==> config.mk <==
export PLATFORM = sky130hd
export DESIGN_NAME = base64_encoder_with_sum16
export DESIGN_NICKNAME = d
export VERILOG_FILES = /design/src/design/b64s_pkg.sv /design/src/design/b64s_front.sv /design/src/design/b64s_queue.sv /design/src/design/b64s_back.sv /design/src/design/base64_encoder_with_sum16.sv
export SDC_FILE = /design/constraint.sdc
export NUM_CORES = 1
export LEC_CHECK = 0
export BUFFER_PORTS_ARGS = -buffer_cell sky130_fd_sc_hd__buf_2
export CAP_MARGIN = 15
export CORE_AREA = 2 2 104 106
export DETAILED_ROUTE_END_ITERATION = 6
export DIE_AREA = 0 0 106 108
export PLACE_DENSITY = 0.65
export SYNTH_ARGS = -nofsm -noshare
export SYNTH_HDL_FRONTEND = slang
export SYNTH_SLANG_ARGS = --single-unit
==> constraint.sdc <==
create_clock -name clock -period 4.9 [get_ports clock]
set_input_delay 0.98 -clock clock [delete_from_list [all_inputs] [get_ports clock]]
set_output_delay 0.98 -clock clock [all_outputs]
set_load 0.01 [all_outputs]
==> src/design/b64s_pkg.sv <==
// ----------------------------------------------------------------------------
// b64s_pkg
// Shared types, constants and the sextet-to-character lookup for the
// base64 encoder with running character sum.
// ----------------------------------------------------------------------------
package b64s_pkg;

   localparam int QUEUE_DEPTH = 2;

   localparam logic [7:0] PAD_CHAR = 8'h3D;

   // one slot of a command: pad flag over a 6-bit sextet
   typedef struct packed {
      logic       pad;
      logic [5:0] sextet;
   } slot_type;

   // everything the emitter needs for one input word
   typedef struct packed {
      slot_type [3:0] slots;
      logic [1:0]     last_idx;
      logic           frame_end;
   } cmd_type;

   function automatic logic [7:0] b64_char(input logic [5:0] v);
      logic [7:0] c;
      if (v < 6'd26) begin
         c = 8'h41 + {2'b00, v};
      end else if (v < 6'd52) begin
         c = 8'h61 + {2'b00, v} - 8'd26;
      end else if (v < 6'd62) begin
         c = 8'h30 + {2'b00, v} - 8'd52;
      end else if (v == 6'd62) begin
         c = 8'h2B;
      end else begin
         c = 8'h2F;
      end
      return c;
   endfunction

endpackage

==> src/design/b64s_front.sv <==
// ----------------------------------------------------------------------------
// b64s_front
// Accepts raw bytes, tracks the group position and leftover bits, and turns
// each byte into a command of one to four character slots.
// ----------------------------------------------------------------------------
module b64s_front (
   input  logic              clock,
   input  logic              reset,
   input  logic              req_tvalid,
   output logic              req_tready,
   input  logic [7:0]        req_tdata,   // [7:0] data_byte
   input  logic              req_tlast,   // final_byte
   output logic              push,
   output b64s_pkg::cmd_type push_cmd,
   input  logic              queue_full
);
   import b64s_pkg::*;

   logic [1:0] phase_ff, phase_in;
   logic [3:0] left_ff, left_in;
   cmd_type    cmd;

   always_comb begin
      cmd       = '0;
      phase_in  = phase_ff;
      left_in   = left_ff;
      case (phase_ff)
         2'd1: begin
            cmd.slots[0].sextet = {left_ff[1:0], req_tdata[7:4]};
            cmd.last_idx        = 2'd0;
            left_in             = req_tdata[3:0];
            phase_in            = 2'd2;
         end
         2'd2, 2'd3: begin
            cmd.slots[0].sextet = {left_ff[3:0], req_tdata[7:6]};
            cmd.slots[1].sextet = req_tdata[5:0];
            cmd.last_idx        = 2'd1;
            left_in             = 4'd0;
            phase_in            = 2'd0;
         end
         default: begin
            cmd.slots[0].sextet = req_tdata[7:2];
            cmd.last_idx        = 2'd0;
            left_in             = {2'b00, req_tdata[1:0]};
            phase_in            = 2'd1;
         end
      endcase

      if (req_tlast) begin
         cmd.frame_end = 1'b1;
         // flush the pending bits and pad out the group
         case (phase_in)
            2'd1: begin
               cmd.slots[1].sextet = {req_tdata[1:0], 4'd0};
               cmd.slots[2].pad    = 1'b1;
               cmd.slots[3].pad    = 1'b1;
               cmd.last_idx        = 2'd3;
            end
            2'd2: begin
               cmd.slots[1].sextet = {req_tdata[3:0], 2'd0};
               cmd.slots[2].pad    = 1'b1;
               cmd.last_idx        = 2'd2;
            end
            default: begin
            end
         endcase
         phase_in = 2'd0;
         left_in  = 4'd0;
      end
   end

   assign req_tready = !queue_full;
   assign push       = req_tvalid && !queue_full;
   assign push_cmd   = cmd;

   always_ff @(posedge clock) begin
      if (reset) begin
         phase_ff <= 2'd0;
         left_ff  <= 4'd0;
      end else if (push) begin
         phase_ff <= phase_in;
         left_ff  <= left_in;
      end
   end

endmodule

==> src/design/b64s_queue.sv <==
// ----------------------------------------------------------------------------
// b64s_queue
// Small command queue between the byte front end and the character emitter.
// ----------------------------------------------------------------------------
module b64s_queue #(
   parameter int Depth = b64s_pkg::QUEUE_DEPTH
) (
   input  logic              clock,
   input  logic              reset,
   input  logic              push,
   input  b64s_pkg::cmd_type push_cmd,
   output logic              full,
   input  logic              pop,
   output logic              head_valid,
   output b64s_pkg::cmd_type head_cmd
);
   import b64s_pkg::*;

   localparam int PtrW = (Depth > 1) ? $clog2(Depth) : 1;
   localparam int CntW = $clog2(Depth + 1);
   localparam logic [PtrW-1:0] LastPtr = PtrW'(Depth - 1);
   localparam logic [CntW-1:0] FullCnt = CntW'(Depth);

   cmd_type         mem_ff [Depth];
   logic [PtrW-1:0] wr_ptr_ff, rd_ptr_ff;
   logic [CntW-1:0] count_ff;

   assign full       = (count_ff == FullCnt);
   assign head_valid = (count_ff != '0);
   assign head_cmd   = mem_ff[rd_ptr_ff];

   always_ff @(posedge clock) begin
      if (push) begin
         mem_ff[wr_ptr_ff] <= push_cmd;
      end
   end

   always_ff @(posedge clock) begin
      if (reset) begin
         wr_ptr_ff <= '0;
         rd_ptr_ff <= '0;
         count_ff  <= '0;
      end else begin
         if (push) begin
            wr_ptr_ff <= (wr_ptr_ff == LastPtr) ? '0 : wr_ptr_ff + 1'b1;
         end
         if (pop) begin
            rd_ptr_ff <= (rd_ptr_ff == LastPtr) ? '0 : rd_ptr_ff + 1'b1;
         end
         if (push && !pop) begin
            count_ff <= count_ff + 1'b1;
         end else if (pop && !push) begin
            count_ff <= count_ff - 1'b1;
         end
      end
   end

endmodule

==> src/design/b64s_back.sv <==
// ----------------------------------------------------------------------------
// b64s_back
// Walks the head command's slots, one character per cycle unless stalled,
// keeps the running character sum and drives the registered output word.
// ----------------------------------------------------------------------------
module b64s_back (
   input  logic              clock,
   input  logic              reset,
   input  logic              head_valid,
   input  b64s_pkg::cmd_type head_cmd,
   output logic              pop,
   output logic              rsp_tvalid,
   input  logic              rsp_tready,
   output logic [23:0]       rsp_tdata,   // [7:0] out_char, [23:8] run_sum
   output logic              rsp_tlast    // frame_end
);
   import b64s_pkg::*;

   logic [1:0]  idx_ff;
   logic [15:0] sum_ff;
   logic        valid_ff;
   logic [23:0] data_ff;
   logic        last_ff;

   slot_type    slot;
   logic [7:0]  ch;
   logic [15:0] sum_next;
   logic        fire;
   logic        last_slot;
   logic        end_char;

   always_comb begin
      slot      = head_cmd.slots[idx_ff];
      ch        = slot.pad ? PAD_CHAR : b64_char(slot.sextet);
      sum_next  = sum_ff + {8'd0, ch};
      fire      = head_valid && (!valid_ff || rsp_tready);
      last_slot = (idx_ff == head_cmd.last_idx);
      end_char  = last_slot && head_cmd.frame_end;
   end

   assign pop        = fire && last_slot;
   assign rsp_tvalid = valid_ff;
   assign rsp_tdata  = data_ff;
   assign rsp_tlast  = last_ff;

   always_ff @(posedge clock) begin
      if (reset) begin
         idx_ff   <= 2'd0;
         sum_ff   <= 16'd0;
         valid_ff <= 1'b0;
      end else begin
         if (fire) begin
            idx_ff   <= last_slot ? 2'd0 : idx_ff + 2'd1;
            // sum restarts after the last character of a frame
            sum_ff   <= end_char ? 16'd0 : sum_next;
            valid_ff <= 1'b1;
         end else if (rsp_tready) begin
            valid_ff <= 1'b0;
         end
      end
   end

   always_ff @(posedge clock) begin
      if (fire) begin
         data_ff <= {sum_next, ch};
         last_ff <= end_char;
      end
   end

endmodule

==> src/design/base64_encoder_with_sum16.sv <==
// A byte's first character passes the command queue, then the registered output word.
// Throughput: one output character per cycle while the output is not stalled; a byte gives
// one or two characters, or two to four when it ends a frame (single-character emitter).
// A command queue of QueueDepth entries lets bytes be taken while characters drain.
// Reset (synchronous, active high) clears group position, leftover bits, sum and queue.
// ----------------------------------------------------------------------------
// base64_encoder_with_sum16
// Base64 encoder (standard alphabet) with '=' padding on the last byte and a
// 16-bit wrapping sum of the emitted characters per frame.
// ----------------------------------------------------------------------------
module base64_encoder_with_sum16 #(
   parameter int QueueDepth = b64s_pkg::QUEUE_DEPTH
) (
   input  logic        clock,
   input  logic        reset,
   input  logic        req_tvalid,
   output logic        req_tready,
   input  logic [7:0]  req_tdata,   // [7:0] data_byte
   input  logic        req_tlast,   // final_byte
   output logic        rsp_tvalid,
   input  logic        rsp_tready,
   output logic [23:0] rsp_tdata,   // [7:0] out_char, [23:8] run_sum
   output logic        rsp_tlast    // frame_end
);
   import b64s_pkg::*;

   logic    push;
   logic    pop;
   logic    queue_full;
   logic    head_valid;
   cmd_type push_cmd;
   cmd_type head_cmd;

   b64s_front u_front (
      .clock      (clock),
      .reset      (reset),
      .req_tvalid (req_tvalid),
      .req_tready (req_tready),
      .req_tdata  (req_tdata),
      .req_tlast  (req_tlast),
      .push       (push),
      .push_cmd   (push_cmd),
      .queue_full (queue_full)
   );

   b64s_queue #(
      .Depth (QueueDepth)
   ) u_queue (
      .clock      (clock),
      .reset      (reset),
      .push       (push),
      .push_cmd   (push_cmd),
      .full       (queue_full),
      .pop        (pop),
      .head_valid (head_valid),
      .head_cmd   (head_cmd)
   );

   b64s_back u_back (
      .clock      (clock),
      .reset      (reset),
      .head_valid (head_valid),
      .head_cmd   (head_cmd),
      .pop        (pop),
      .rsp_tvalid (rsp_tvalid),
      .rsp_tready (rsp_tready),
      .rsp_tdata  (rsp_tdata),
      .rsp_tlast  (rsp_tlast)
   );

endmodule
==> flow_metrics.py, run 1 <==
metrics = {
    "detailed_routing": {
        "drtAntennaViolNets": 0,
        "via_per_inst": 5.48,
        "drtIter0Drc": 153,
        "drt_pass1_iterations": 6,
        "drt_wl_total_um": 8780,
        "wl_per_cell_um": 14.8,
        "vias": 3254,
        "drcViolationCount": 0,
    },
    "run_status": {
        "outcome": "complete, no violations",
    },
    "logic_synthesis": {
        "synthArstFlopShare": 0,
        "synth_area_um2": 4550,
        "syn_inst": 415,
        "synth_edf_count": 57,
        "ys_ff_latch": 87,
        "synth.yosys.seq_area_share": 0.508,
        "synth_cell_types": 63,
        "synth_warnings": 0,
        "syn_avg_cell_area_um2": 11.0,
        "synth_nets": 448,
        "ys.flop_type": "edfxtp_1",
    },
    "cts": {
        "ctsHtreeMaxLevel": 3,
        "holdBufCountCts": 0,
        "clockBufferDepth": 2,
        "cts.sink_count": 87,
        "clkLatencyLatePin_ps": 350,
        "path_clk_slew_ps": 90,
        "tritoncts": "yes",
        "root_buffer": "clkbuf_8",
        "cts_made_buffers": 9,
    },
    "placement": {
        "gp_congestion": 0.927,
        "portBuffers": 39,
        "hpwl_um": 6180,
    },
    "timing": {
        "fin_tns_setup_ps": 0,
        "max_freq_mhz": 219,
        "min_period_ps": 4580,
        "final_max_slew_viol_count": 0,
        "rsz0062_at_grt": "false",
        "setup_violations": 0,
        "slew_headroom": 0.526,
        "tightest_slew_ps": 710,
        "finalCritPeriodShare": 0.934,
        "fin_skew_ps": 10.4,
        "finalHoldViolCount": 0,
    },
    "pwr": {
        "power.density_nw_per_um2": 653,
        "p_comb_frac": 0.489,
        "p_leak_nw": 1.94,
        "p_int_mw": 2.00,
        "switching_share": 0.397,
        "ir_drop_v": 0.000254,
        "pwr-share-clk": 0.163,
        "p_sw_mw": 1.32,
        "p_total_mw": 3.32,
        "p_seq_frac": 0.348,
    },
    "setup_path": {
        "worst-path-max-fanout": 13,
        "worstPathArrival_ps": 4680,
        "crit_path_end_kind": "flip-flop",
        "critPathRequiredTime_ps": 5000,
        "worst-r2r-setup-slack_ps": 320,
        "cp-start-kind": "flip-flop",
        "worstReg2RegEnd": "u_back.rsp_tdata[18]",
        "r2r.worst_path.cells": 16,
        "worstSetupPathType": "flip-flop to flip-flop",
        "timing.rr.start": "u_back.idx_ff[0]",
    },
    "job": {
        "maxCapViolations": 0,
    },
    "finish": {
        "drive_above_1_share": 0.170,
        "multi_input_area_um2": 2080,
        "nNetsFinal": 486,
        "antenna_cells": 0,
        "seq_area_um2": 2310,
        "fill_cells": 930,
        "syn_to_final_growth_pct": 12.0,
    },
    "die": {
        "start_util": 0.445,
        "die_area_um2": 11400,
        "design.core.area_um2": 10200,
        "die_h_um": 108,
        "row_count": 37,
        "num_io_pins": 40,
        "die_x_um": 106,
    },
    "hold_path": {
        "whs_endpoint": "u_front.left_ff[3]",
        "hp-class": "flip-flop to flip-flop",
        "min_path_cells": 2,
        "hp-start": "u_front.left_ff[3]",
    },
    "global_routing": {
        "grt_pass1_vias": 3018,
        "grt_first_pass_wirelength_um": 14700,
        "grt.overflow.total": 0,
        "grtUsageTotal": 0.161,
        "antenna_found_initial": 0,
        "grt_start_max_net_pins": 33,
    },
}
[how the worst max path moves through the flow]
stage                                 from  slack [ps]                    to
after global routing      u_back.idx_ff[0]          30  u_back.rsp_tdata[22]
after global placement           flip-flop         420  u_back.rsp_tdata[20]
after detailed placement  u_back.idx_ff[0]         350  u_back.rsp_tdata[18]
final                     u_back.idx_ff[0]         320  u_back.rsp_tdata[18]
after floorplan                  flip-flop         520  u_back.rsp_tdata[18]
after CTS                        flip-flop         310  u_back.rsp_tdata[18]
[synthesized netlist by cell type (2+ instances only)]
| library cell | instances | share of area |
|---|---|---|
| a211o_1 | 3 | 0.0058 |
| a211oi_1 | 5 | 0.0083 |
| a21o_1 | 7 | 0.012 |
| a21oi_1 | 26 | 0.029 |
| a221o_1 | 2 | 0.0044 |
| a31oi_1 | 11 | 0.015 |
| a32oi_1 | 2 | 0.0039 |
| and2_1 | 7 | 0.0096 |
| and2_2 | 2 | 0.0033 |
| and3_1 | 8 | 0.011 |
| and3_2 | 2 | 0.0033 |
| buf_1 | 2 | 0.0017 |
| buf_2 | 2 | 0.0022 |
| clkbuf_1 | 12 | 0.0099 |
| clkinv_1 | 3 | 0.0025 |
| dfxtp_1 | 30 | 0.13 |
| edfxtp_1 | 57 | 0.38 |
| ha_1 | 19 | 0.052 |
| inv_1 | 16 | 0.013 |
| mux2_2 | 2 | 0.0050 |
| mux2i_1 | 12 | 0.026 |
| mux4_1 | 4 | 0.023 |
| mux4_2 | 2 | 0.0099 |
| nand2_1 | 46 | 0.038 |
| nand2b_1 | 4 | 0.0055 |
| nand3_1 | 18 | 0.020 |
| nand4_1 | 7 | 0.0096 |
| nand4b_1 | 2 | 0.0039 |
| nor2_1 | 20 | 0.017 |
| nor2b_1 | 2 | 0.0028 |
| o211ai_1 | 7 | 0.012 |
| o21ai_0 | 17 | 0.019 |
| o311ai_0 | 2 | 0.0039 |
| or3_1 | 2 | 0.0028 |
| or4b_1 | 4 | 0.0088 |
| xnor2_1 | 13 | 0.025 |
| xor2_1 | 9 | 0.017 |
[metrics by stage]
step,utilization,setup slack (ps),std cells,instance area [um2],hold WS (ps)
after floorplan,-,522,415,4550,432
final,0.498,324,594,5090,456
after detailed placement,0.477,352,578,4880,450
after global routing,0.498,27.3,594,5090,492
after global placement,0.477,417,578,4880,441
after CTS,0.498,314,594,5090,461
[cells by family after synthesis]
group                    Yosys count  synth area share
AO/OA/AOI/OAI                     97             0.143
XOR/XNOR                          23            0.0459
adder cells (fa/ha/maj)           20            0.0567
buffers and inverters             38            0.0344
flip-flops                        87             0.508
multiplexers                      21            0.0677
AND/OR/NAND/NOR                  129             0.144
[flip-flops by register name (all words and copies together), names as in the netlist, 2 cells and up, named ones only]
name,flops
u_queue.mem_ff,32
u_back.rsp_tdata,24
u_back.sum_ff,16
u_front.left_ff,4
u_back.idx_ff,2
u_front.phase_ff,2
u_queue.count_ff,2
[cell usage in the layout (no fill, tap or decap), types with 3 or more instances in the layout]
| cell | instances |
|---|---|
| a211o_1 | 3 |
| a211oi_1 | 5 |
| a21o_1 | 7 |
| a21oi_1 | 26 |
| a31oi_1 | 11 |
| and2_1 | 7 |
| and3_1 | 8 |
| buf_2 | 39 |
| buf_4 | 6 |
| clkbuf_8 | 9 |
| clkinv_1 | 3 |
| dfxtp_1 | 29 |
| edfxtp_1 | 57 |
| ha_1 | 19 |
| inv_1 | 16 |
| mux2i_1 | 12 |
| mux4_1 | 4 |
| nand2_1 | 46 |
| nand2b_1 | 4 |
| nand3_1 | 18 |
| nand4_1 | 7 |
| nor2_1 | 20 |
| o211ai_1 | 7 |
| o21ai_0 | 16 |
| or4b_1 | 4 |
| xnor2_1 | 13 |
| xor2_1 | 9 |
[layout make-up]
cell class / instances / share of cell area
clock inverter: 5 / 0.0162
timing repair buffer: 45 / 0.0472
inverter: 20 / 0.0147
tap: 136 / 0.0334
clock buffer: 11 / 0.0258
multi-input combinational: 290 / 0.408
sequential: 87 / 0.454
[power by group through the flow]
| stage | Combinational, mW | Clock, mW | Sequential [mW] |
|---|---|---|---|
| finish | 1.63 | 0.541 | 1.16 |
| global route | 1.82 | 0.583 | 1.18 |
| CTS | 1.62 | 0.556 | 1.16 |
| detailed placement | 1.61 | 0 | 1.17 |
| global placement | 1.58 | 0 | 1.17 |
| floorplan | 1.16 | 0 | 1.20 |
[metal layers]
| layer | global-route usage | up-vias | share of wire |
|---|---|---|---|
| met3 | 0.0362 | 9 | 0.055 |
| met5 | 0 | - | 0 |
| met2 | 0.259 | 93 | 0.46 |
| li1 | - | 1620 | - |
| met4 | 0.0432 | 0 | 0.0083 |
| met1 | 0.222 | 1532 | 0.48 |
[critical path: stages (launching register included)]
cell and delay (ps):
dfxtp_1 630, mux4_1 240, and2_1 320, inv_2 70
ha_1 230, or2b_2 350, a31oi_1 200, a21oi_1 90
a311o_1 370, ha_1 250, fa_1 460, a21o_1 190
a221o_1 360, a31oi_1 180, buf_4 200, nor2_1 60
xor2_1 140
[what timing repair did]
item	CTS	global route
endpoints found under the setup margin	0	1
gates resized for setup	0	1
endpoints found under the hold margin	0	0
buffers inserted	0	0
(Power assumes the default switching activity.)
==> run 2: changes to the inputs <==
CORE_AREA = 2 2 91 93   (was 2 2 104 106)
DIE_AREA = 0 0 93 95   (was 0 0 106 108)
PLACE_DENSITY = 0.81   (was 0.65)
==> run 2 against run 1 <==
  * Global-route usage up 5.2 points
  * Cell count down 5.2%
  * Utilization up 14 points
  * Critical path depth unchanged
  * Sequential share of layout area up 0.53 points
  * Clock skew up 5.6 ps
  * First-iteration DRC count up 65%
  * Maximum frequency down 1.5%
  * Clock power down 8.5%
  * Non-clock buffer count unchanged
  * Worst setup slack worse by 69 ps
  * Highest routed layer unchanged
==> flow_metrics.py, run 2 (synthesis gave the netlist of run 1 again) <==
metrics = {
    "detailed_routing": {
        "drt_wl_total_um": 8880,
        "drt_pass1_iterations": 5,
        "drtAntennaViolNets": 0,
        "vias": 3321,
        "drtIter0Drc": 252,
        "wl_per_cell_um": 15.8,
        "drcViolationCount": 0,
        "via_per_inst": 5.90,
    },
    "placement": {
        "placed_area_um2": 4840,
        "gp_congestion": 0.897,
        "portBuffers": 39,
        "hpwl_um": 6380,
    },
    "cts": {
        "ctsHtreeMaxLevel": 3,
        "path_clk_slew_ps": 90,
        "tritoncts": "yes",
        "cts_resized": 0,
        "cts_made_buffers": 9,
        "root_buffer": "clkbuf_8",
        "clockBufferDepth": 2,
        "cts_setup_buffers": 0,
        "clkLatencyLatePin_ps": 360,
        "holdBufCountCts": 0,
        "cts.sink_count": 87,
    },
    "die": {
        "num_io_pins": 40,
        "die_h_um": 95,
        "die_x_um": 93,
        "design.core.area_um2": 7930,
        "start_util": 0.574,
        "die_area_um2": 8840,
        "row_count": 33,
    },
    "timing": {
        "finalHoldViolCount": 0,
        "slew_headroom": 0.537,
        "setup_violations": 0,
        "rsz0062_at_grt": "false",
        "finalCritPeriodShare": 0.948,
        "fin_skew_ps": 16.0,
        "min_period_ps": 4650,
        "max_freq_mhz": 215,
        "final_max_slew_viol_count": 0,
        "tightest_slew_ps": 694,
        "fin_tns_setup_ps": 0,
    },
    "finish": {
        "stdcell_area_um2": 5030,
        "drive_above_1_share": 0.172,
        "largest_register": "u_queue.mem_ff",
        "final_cell_mix": "57 x edfxtp_1, 46 x nand2_1, 39 x buf_2",
        "antenna_cells": 0,
        "fill_cells": 658,
        "nNetsFinal": 486,
        "syn_to_final_growth_pct": 10.7,
        "largest_reg_flops": 32,
        "final_common_cell": "edfxtp_1",
    },
    "global_routing": {
        "grt_first_pass_wirelength_um": 14600,
        "grtUsageTotal": 0.213,
        "antenna_found_initial": 0,
        "grt_start_max_net_pins": 33,
        "grt.overflow.total": 0,
        "grt_pass1_vias": 3054,
    },
    "pwr": {
        "power.density_nw_per_um2": 652,
        "ir_drop_v": 0.000347,
        "p_leak_nw": 1.93,
    },
    "hold_path": {
        "min_path_cells": 2,
        "hp-class": "flip-flop to flip-flop",
    },
    "setup_path": {
        "crit_path_end_kind": "flip-flop",
        "critPathRequiredTime_ps": 5010,
        "worstPathArrival_ps": 4750,
        "r2r.worst_path.cells": 16,
        "cp-start-kind": "flip-flop",
        "worst-path-max-fanout": 13,
        "worstSetupPathType": "flip-flop to flip-flop",
    },
    "job": {
        "maxCapViolations": 0,
    },
    "run_status": {
        "outcome": "complete, no violations",
    },
}
## run 2: changes by cell type in the layout (fill, tap and decap cells not counted), sizes merged
cell      delta
bufinv       -1
clkbuf       -1
clkinv       -2
clkinvlp     +1
inv          +3
## run 2: stage by stage
stage,std cells,util,power (mW),hold WS [ps],setup WS [ps]
after floorplan,415,-,2.36,432,522
after global placement,547,0.610,2.74,441,457
after detailed placement,547,0.610,2.79,451,327
after CTS,563,0.635,3.29,463,262
after global routing,563,0.635,3.52,489,7.04
final,563,0.635,3.28,459,254
## run 2: path summary, 6_finish.rpt
check                                             to               start  slack (ps)
worst max register to register  u_back.rsp_tdata[18]    u_back.idx_ff[0]         250
worst max-delay path            u_back.rsp_tdata[18]    u_back.idx_ff[0]         250
worst min-delay path              u_front.left_ff[3]  u_front.left_ff[3]         460
worst min register to register    u_front.left_ff[3]  u_front.left_ff[3]         460
## run 2: critical path, stage by stage, from the launching register on
cell and delay [ps]:
dfxtp_1 610, mux4_1 250, and2_1 310, inv_2 70, ha_1 220, or2b_2 340
a31oi_1 210, a21oi_1 120, a311o_1 370, ha_1 240, fa_1 460, a21o_1 190
a221o_1 370, a31oi_1 220, buf_4 210, nor2_1 70, xor2_1 150
## run 2: final cells by class
type	instances	area (um2)	area share
clock inverters	6	66.3	0.0132
repair buffers	45	240	0.0477
clock buffers	10	128	0.0254
multi-input cells	290	2080	0.413
flip-flops and latches	87	2310	0.460
inverters	20	75.1	0.0149
well taps	105	131	0.0261
## run 2: routing by layer
metal  share of wire  track usage
met3           0.050       0.0479
met2            0.50        0.355
met4           0.013       0.0686
met1            0.44        0.279
met5               0            0
## run 2: where the power goes
group	switching [mW]	internal, mW	total (mW)	leakage (nW)
Sequential	0.0823	1.07	1.16	0.787
Combinational	0.988	0.642	1.63	1.05
Clock	0.256	0.239	0.495	0.0976
==> run 3: changes to the inputs <==
RECOVER_POWER = 50   (was default)
==> run 3 against run 2 <==
  * Die area is the same
  * Power shrank 0.25%
  * Register-to-register slack is essentially flat
  * Flip-flop and latch count is the same
  * Hold slack gained 0.75 ps
  * Sequential share of layout area grew 0.22 points
  * Clock power is essentially flat
  * Utilization shrank 0.30 points
  * Combinational power is essentially flat
  * Design area shrank 0.47%
  * Critical endpoint unchanged
  * Largest cell class unchanged
==> flow_metrics.py, run 3 (synthesis gave the netlist of run 1 again) <==
metrics = {
    "timing": {
        "worst_slack_ps": 256,
        "finalHoldViolCount": 0,
        "setup_violations": 0,
        "min_period_ps": 4640,
        "tightest_slew_ps": 1350,
        "fin_skew_ps": 14.8,
        "slew_headroom": 0.0975,
        "fin_tns_setup_ps": 0,
        "max_freq_mhz": 215,
        "finalCritPeriodShare": 0.948,
        "rsz0062_at_grt": "false",
        "final_max_slew_viol_count": 0,
    },
    "pwr": {
        "switching_share": 0.408,
        "p_comb_frac": 0.494,
        "p_int_mw": 1.94,
        "p_seq_frac": 0.354,
        "p_sw_mw": 1.33,
        "p_leak_nw": 1.88,
        "p_total_mw": 3.27,
        "ir_drop_v": 0.000345,
        "power.density_nw_per_um2": 653,
        "pwr-share-clk": 0.152,
    },
    "finish": {
        "largest_register": "u_queue.mem_ff",
        "final_cell_mix": "57 x edfxtp_1, 46 x nand2_1, 29 x dfxtp_1",
        "nNetsFinal": 486,
        "stdcell_area_um2": 5010,
        "drive_above_1_share": 0.135,
        "final_util": 0.632,
        "antenna_cells": 0,
        "largest_reg_flops": 32,
        "fill_cells": 663,
        "syn_to_final_growth_pct": 10.2,
        "final_common_cell": "edfxtp_1",
    },
    "detailed_routing": {
        "drt_pass1_iterations": 5,
        "wl_per_cell_um": 15.8,
        "drt_wl_total_um": 8880,
        "via_per_inst": 5.86,
        "drtIter0Drc": 253,
        "vias": 3298,
        "drcViolationCount": 0,
        "drtAntennaViolNets": 0,
    },
    "job": {
        "maxCapViolations": 0,
    },
    "setup_path": {
        "critPathRequiredTime_ps": 5010,
        "timing.rr.start": "u_back.idx_ff[0]",
        "worstReg2RegEnd": "u_back.rsp_tdata[18]",
        "worstPathArrival_ps": 4750,
        "r2r.worst_path.cells": 16,
        "worst-r2r-setup-slack_ps": 260,
        "cp-start-kind": "flip-flop",
        "crit_path_end_kind": "flip-flop",
        "worst-path-max-fanout": 13,
        "worstSetupPathType": "flip-flop to flip-flop",
    },
    "die": {
        "row_count": 33,
        "num_io_pins": 40,
        "die_area_um2": 8840,
        "die_h_um": 95,
        "design.core.area_um2": 7930,
        "start_util": 0.574,
        "die_x_um": 93,
    },
    "global_routing": {
        "grtUsageTotal": 0.213,
        "grt_first_pass_wirelength_um": 14600,
        "antenna_found_initial": 0,
        "grt_start_max_net_pins": 33,
        "grt_pass1_vias": 3054,
        "grt.overflow.total": 0,
    },
    "cts": {
        "path_clk_slew_ps": 90,
        "clockBufferDepth": 2,
        "cts.sink_count": 87,
        "tritoncts": "yes",
        "ctsHtreeMaxLevel": 3,
        "holdBufCountCts": 0,
        "clkLatencyLatePin_ps": 360,
        "cts_made_buffers": 9,
        "root_buffer": "clkbuf_8",
    },
    "run_status": {
        "outcome": "complete, no violations",
    },
    "hold_path": {
        "min_path_cells": 2,
        "hp-class": "flip-flop to flip-flop",
        "whs_endpoint": "u_front.left_ff[3]",
        "hp-start": "u_front.left_ff[3]",
    },
    "placement": {
        "gp_congestion": 0.897,
        "placed_area_um2": 4840,
        "dp_slack_ps": 327,
        "portBuffers": 39,
        "hpwl_um": 6380,
    },
}
[run 3: layout make-up]
cell class                      instances  area [um2]  share of cell area
Clock buffer                           10         128              0.0255
Clock inverter                          6        66.3              0.0132
Inverter                               20        75.1              0.0150
Multi-Input combinational cell        290        2080               0.415
Sequential cell                        87        2310               0.462
Tap cell                              105         131              0.0262
Timing Repair Buffer                   45         216              0.0432
[run 3: through the flow]
step	cells	hold WS, ps
after CTS	563	463
after global routing	563	489
after global placement	547	441
after detailed placement	547	451
after floorplan	415	432
final	563	460
[run 3: worst max-delay path by stage]
| stage | slack [ps] | end | startpoint | cells after the start |
|---|---|---|---|---|
| CTS | 260 | u_back.rsp_tdata[18] | u_back.idx_ff[0] | 16 |
| finish | 260 | u_back.rsp_tdata[18] | u_back.idx_ff[0] | 16 |
| global placement | 460 | u_back.rsp_tdata[20] | flip-flop | 16 |
| global route | 7 | u_back.rsp_tdata[18] | u_back.idx_ff[0] | 16 |
| floorplan | 520 | u_back.rsp_tdata[18] | flip-flop | 17 |
| detailed placement | 330 | u_back.rsp_tdata[18] | u_back.idx_ff[0] | 16 |
[run 3: power groups by stage]
stage | combinational (mW) | sequential, mW | clock, mW
global route | 1.79 | 1.18 | 0.533
finish | 1.62 | 1.16 | 0.497
floorplan | 1.16 | 1.20 | 0
CTS | 1.63 | 1.16 | 0.502
detailed placement | 1.61 | 1.17 | 0
global placement | 1.58 | 1.17 | 0
[run 3: repair_timing]
item,in CTS,in global routing
setup buffers,0,0
endpoints found under the setup margin,0,3
gates resized for setup,0,1
[run 3: layer usage]
metal | part of all wire | global-route usage | wire length, um | up-vias
met5 | 0 | 0 | 0 | -
met3 | 0.056 | 0.0479 | 493 | 11
met1 | 0.43 | 0.279 | 3820 | 1560
met4 | 0.015 | 0.0686 | 134 | 0
met2 | 0.50 | 0.355 | 4440 | 107
li1 | - | - | - | 1620
[run 3: worst max-delay path: stages (launching register included)]
cell	delay, ps
dfxtp_1	610
mux4_1	250
and2_1	310
inv_2	70
ha_1	220
or2b_2	350
a31oi_1	210
a21oi_1	120
a311o_1	370
ha_1	240
fa_1	460
a21o_1	190
a221o_1	370
a31oi_1	210
buf_4	210
nor2_1	70
xor2_1	150
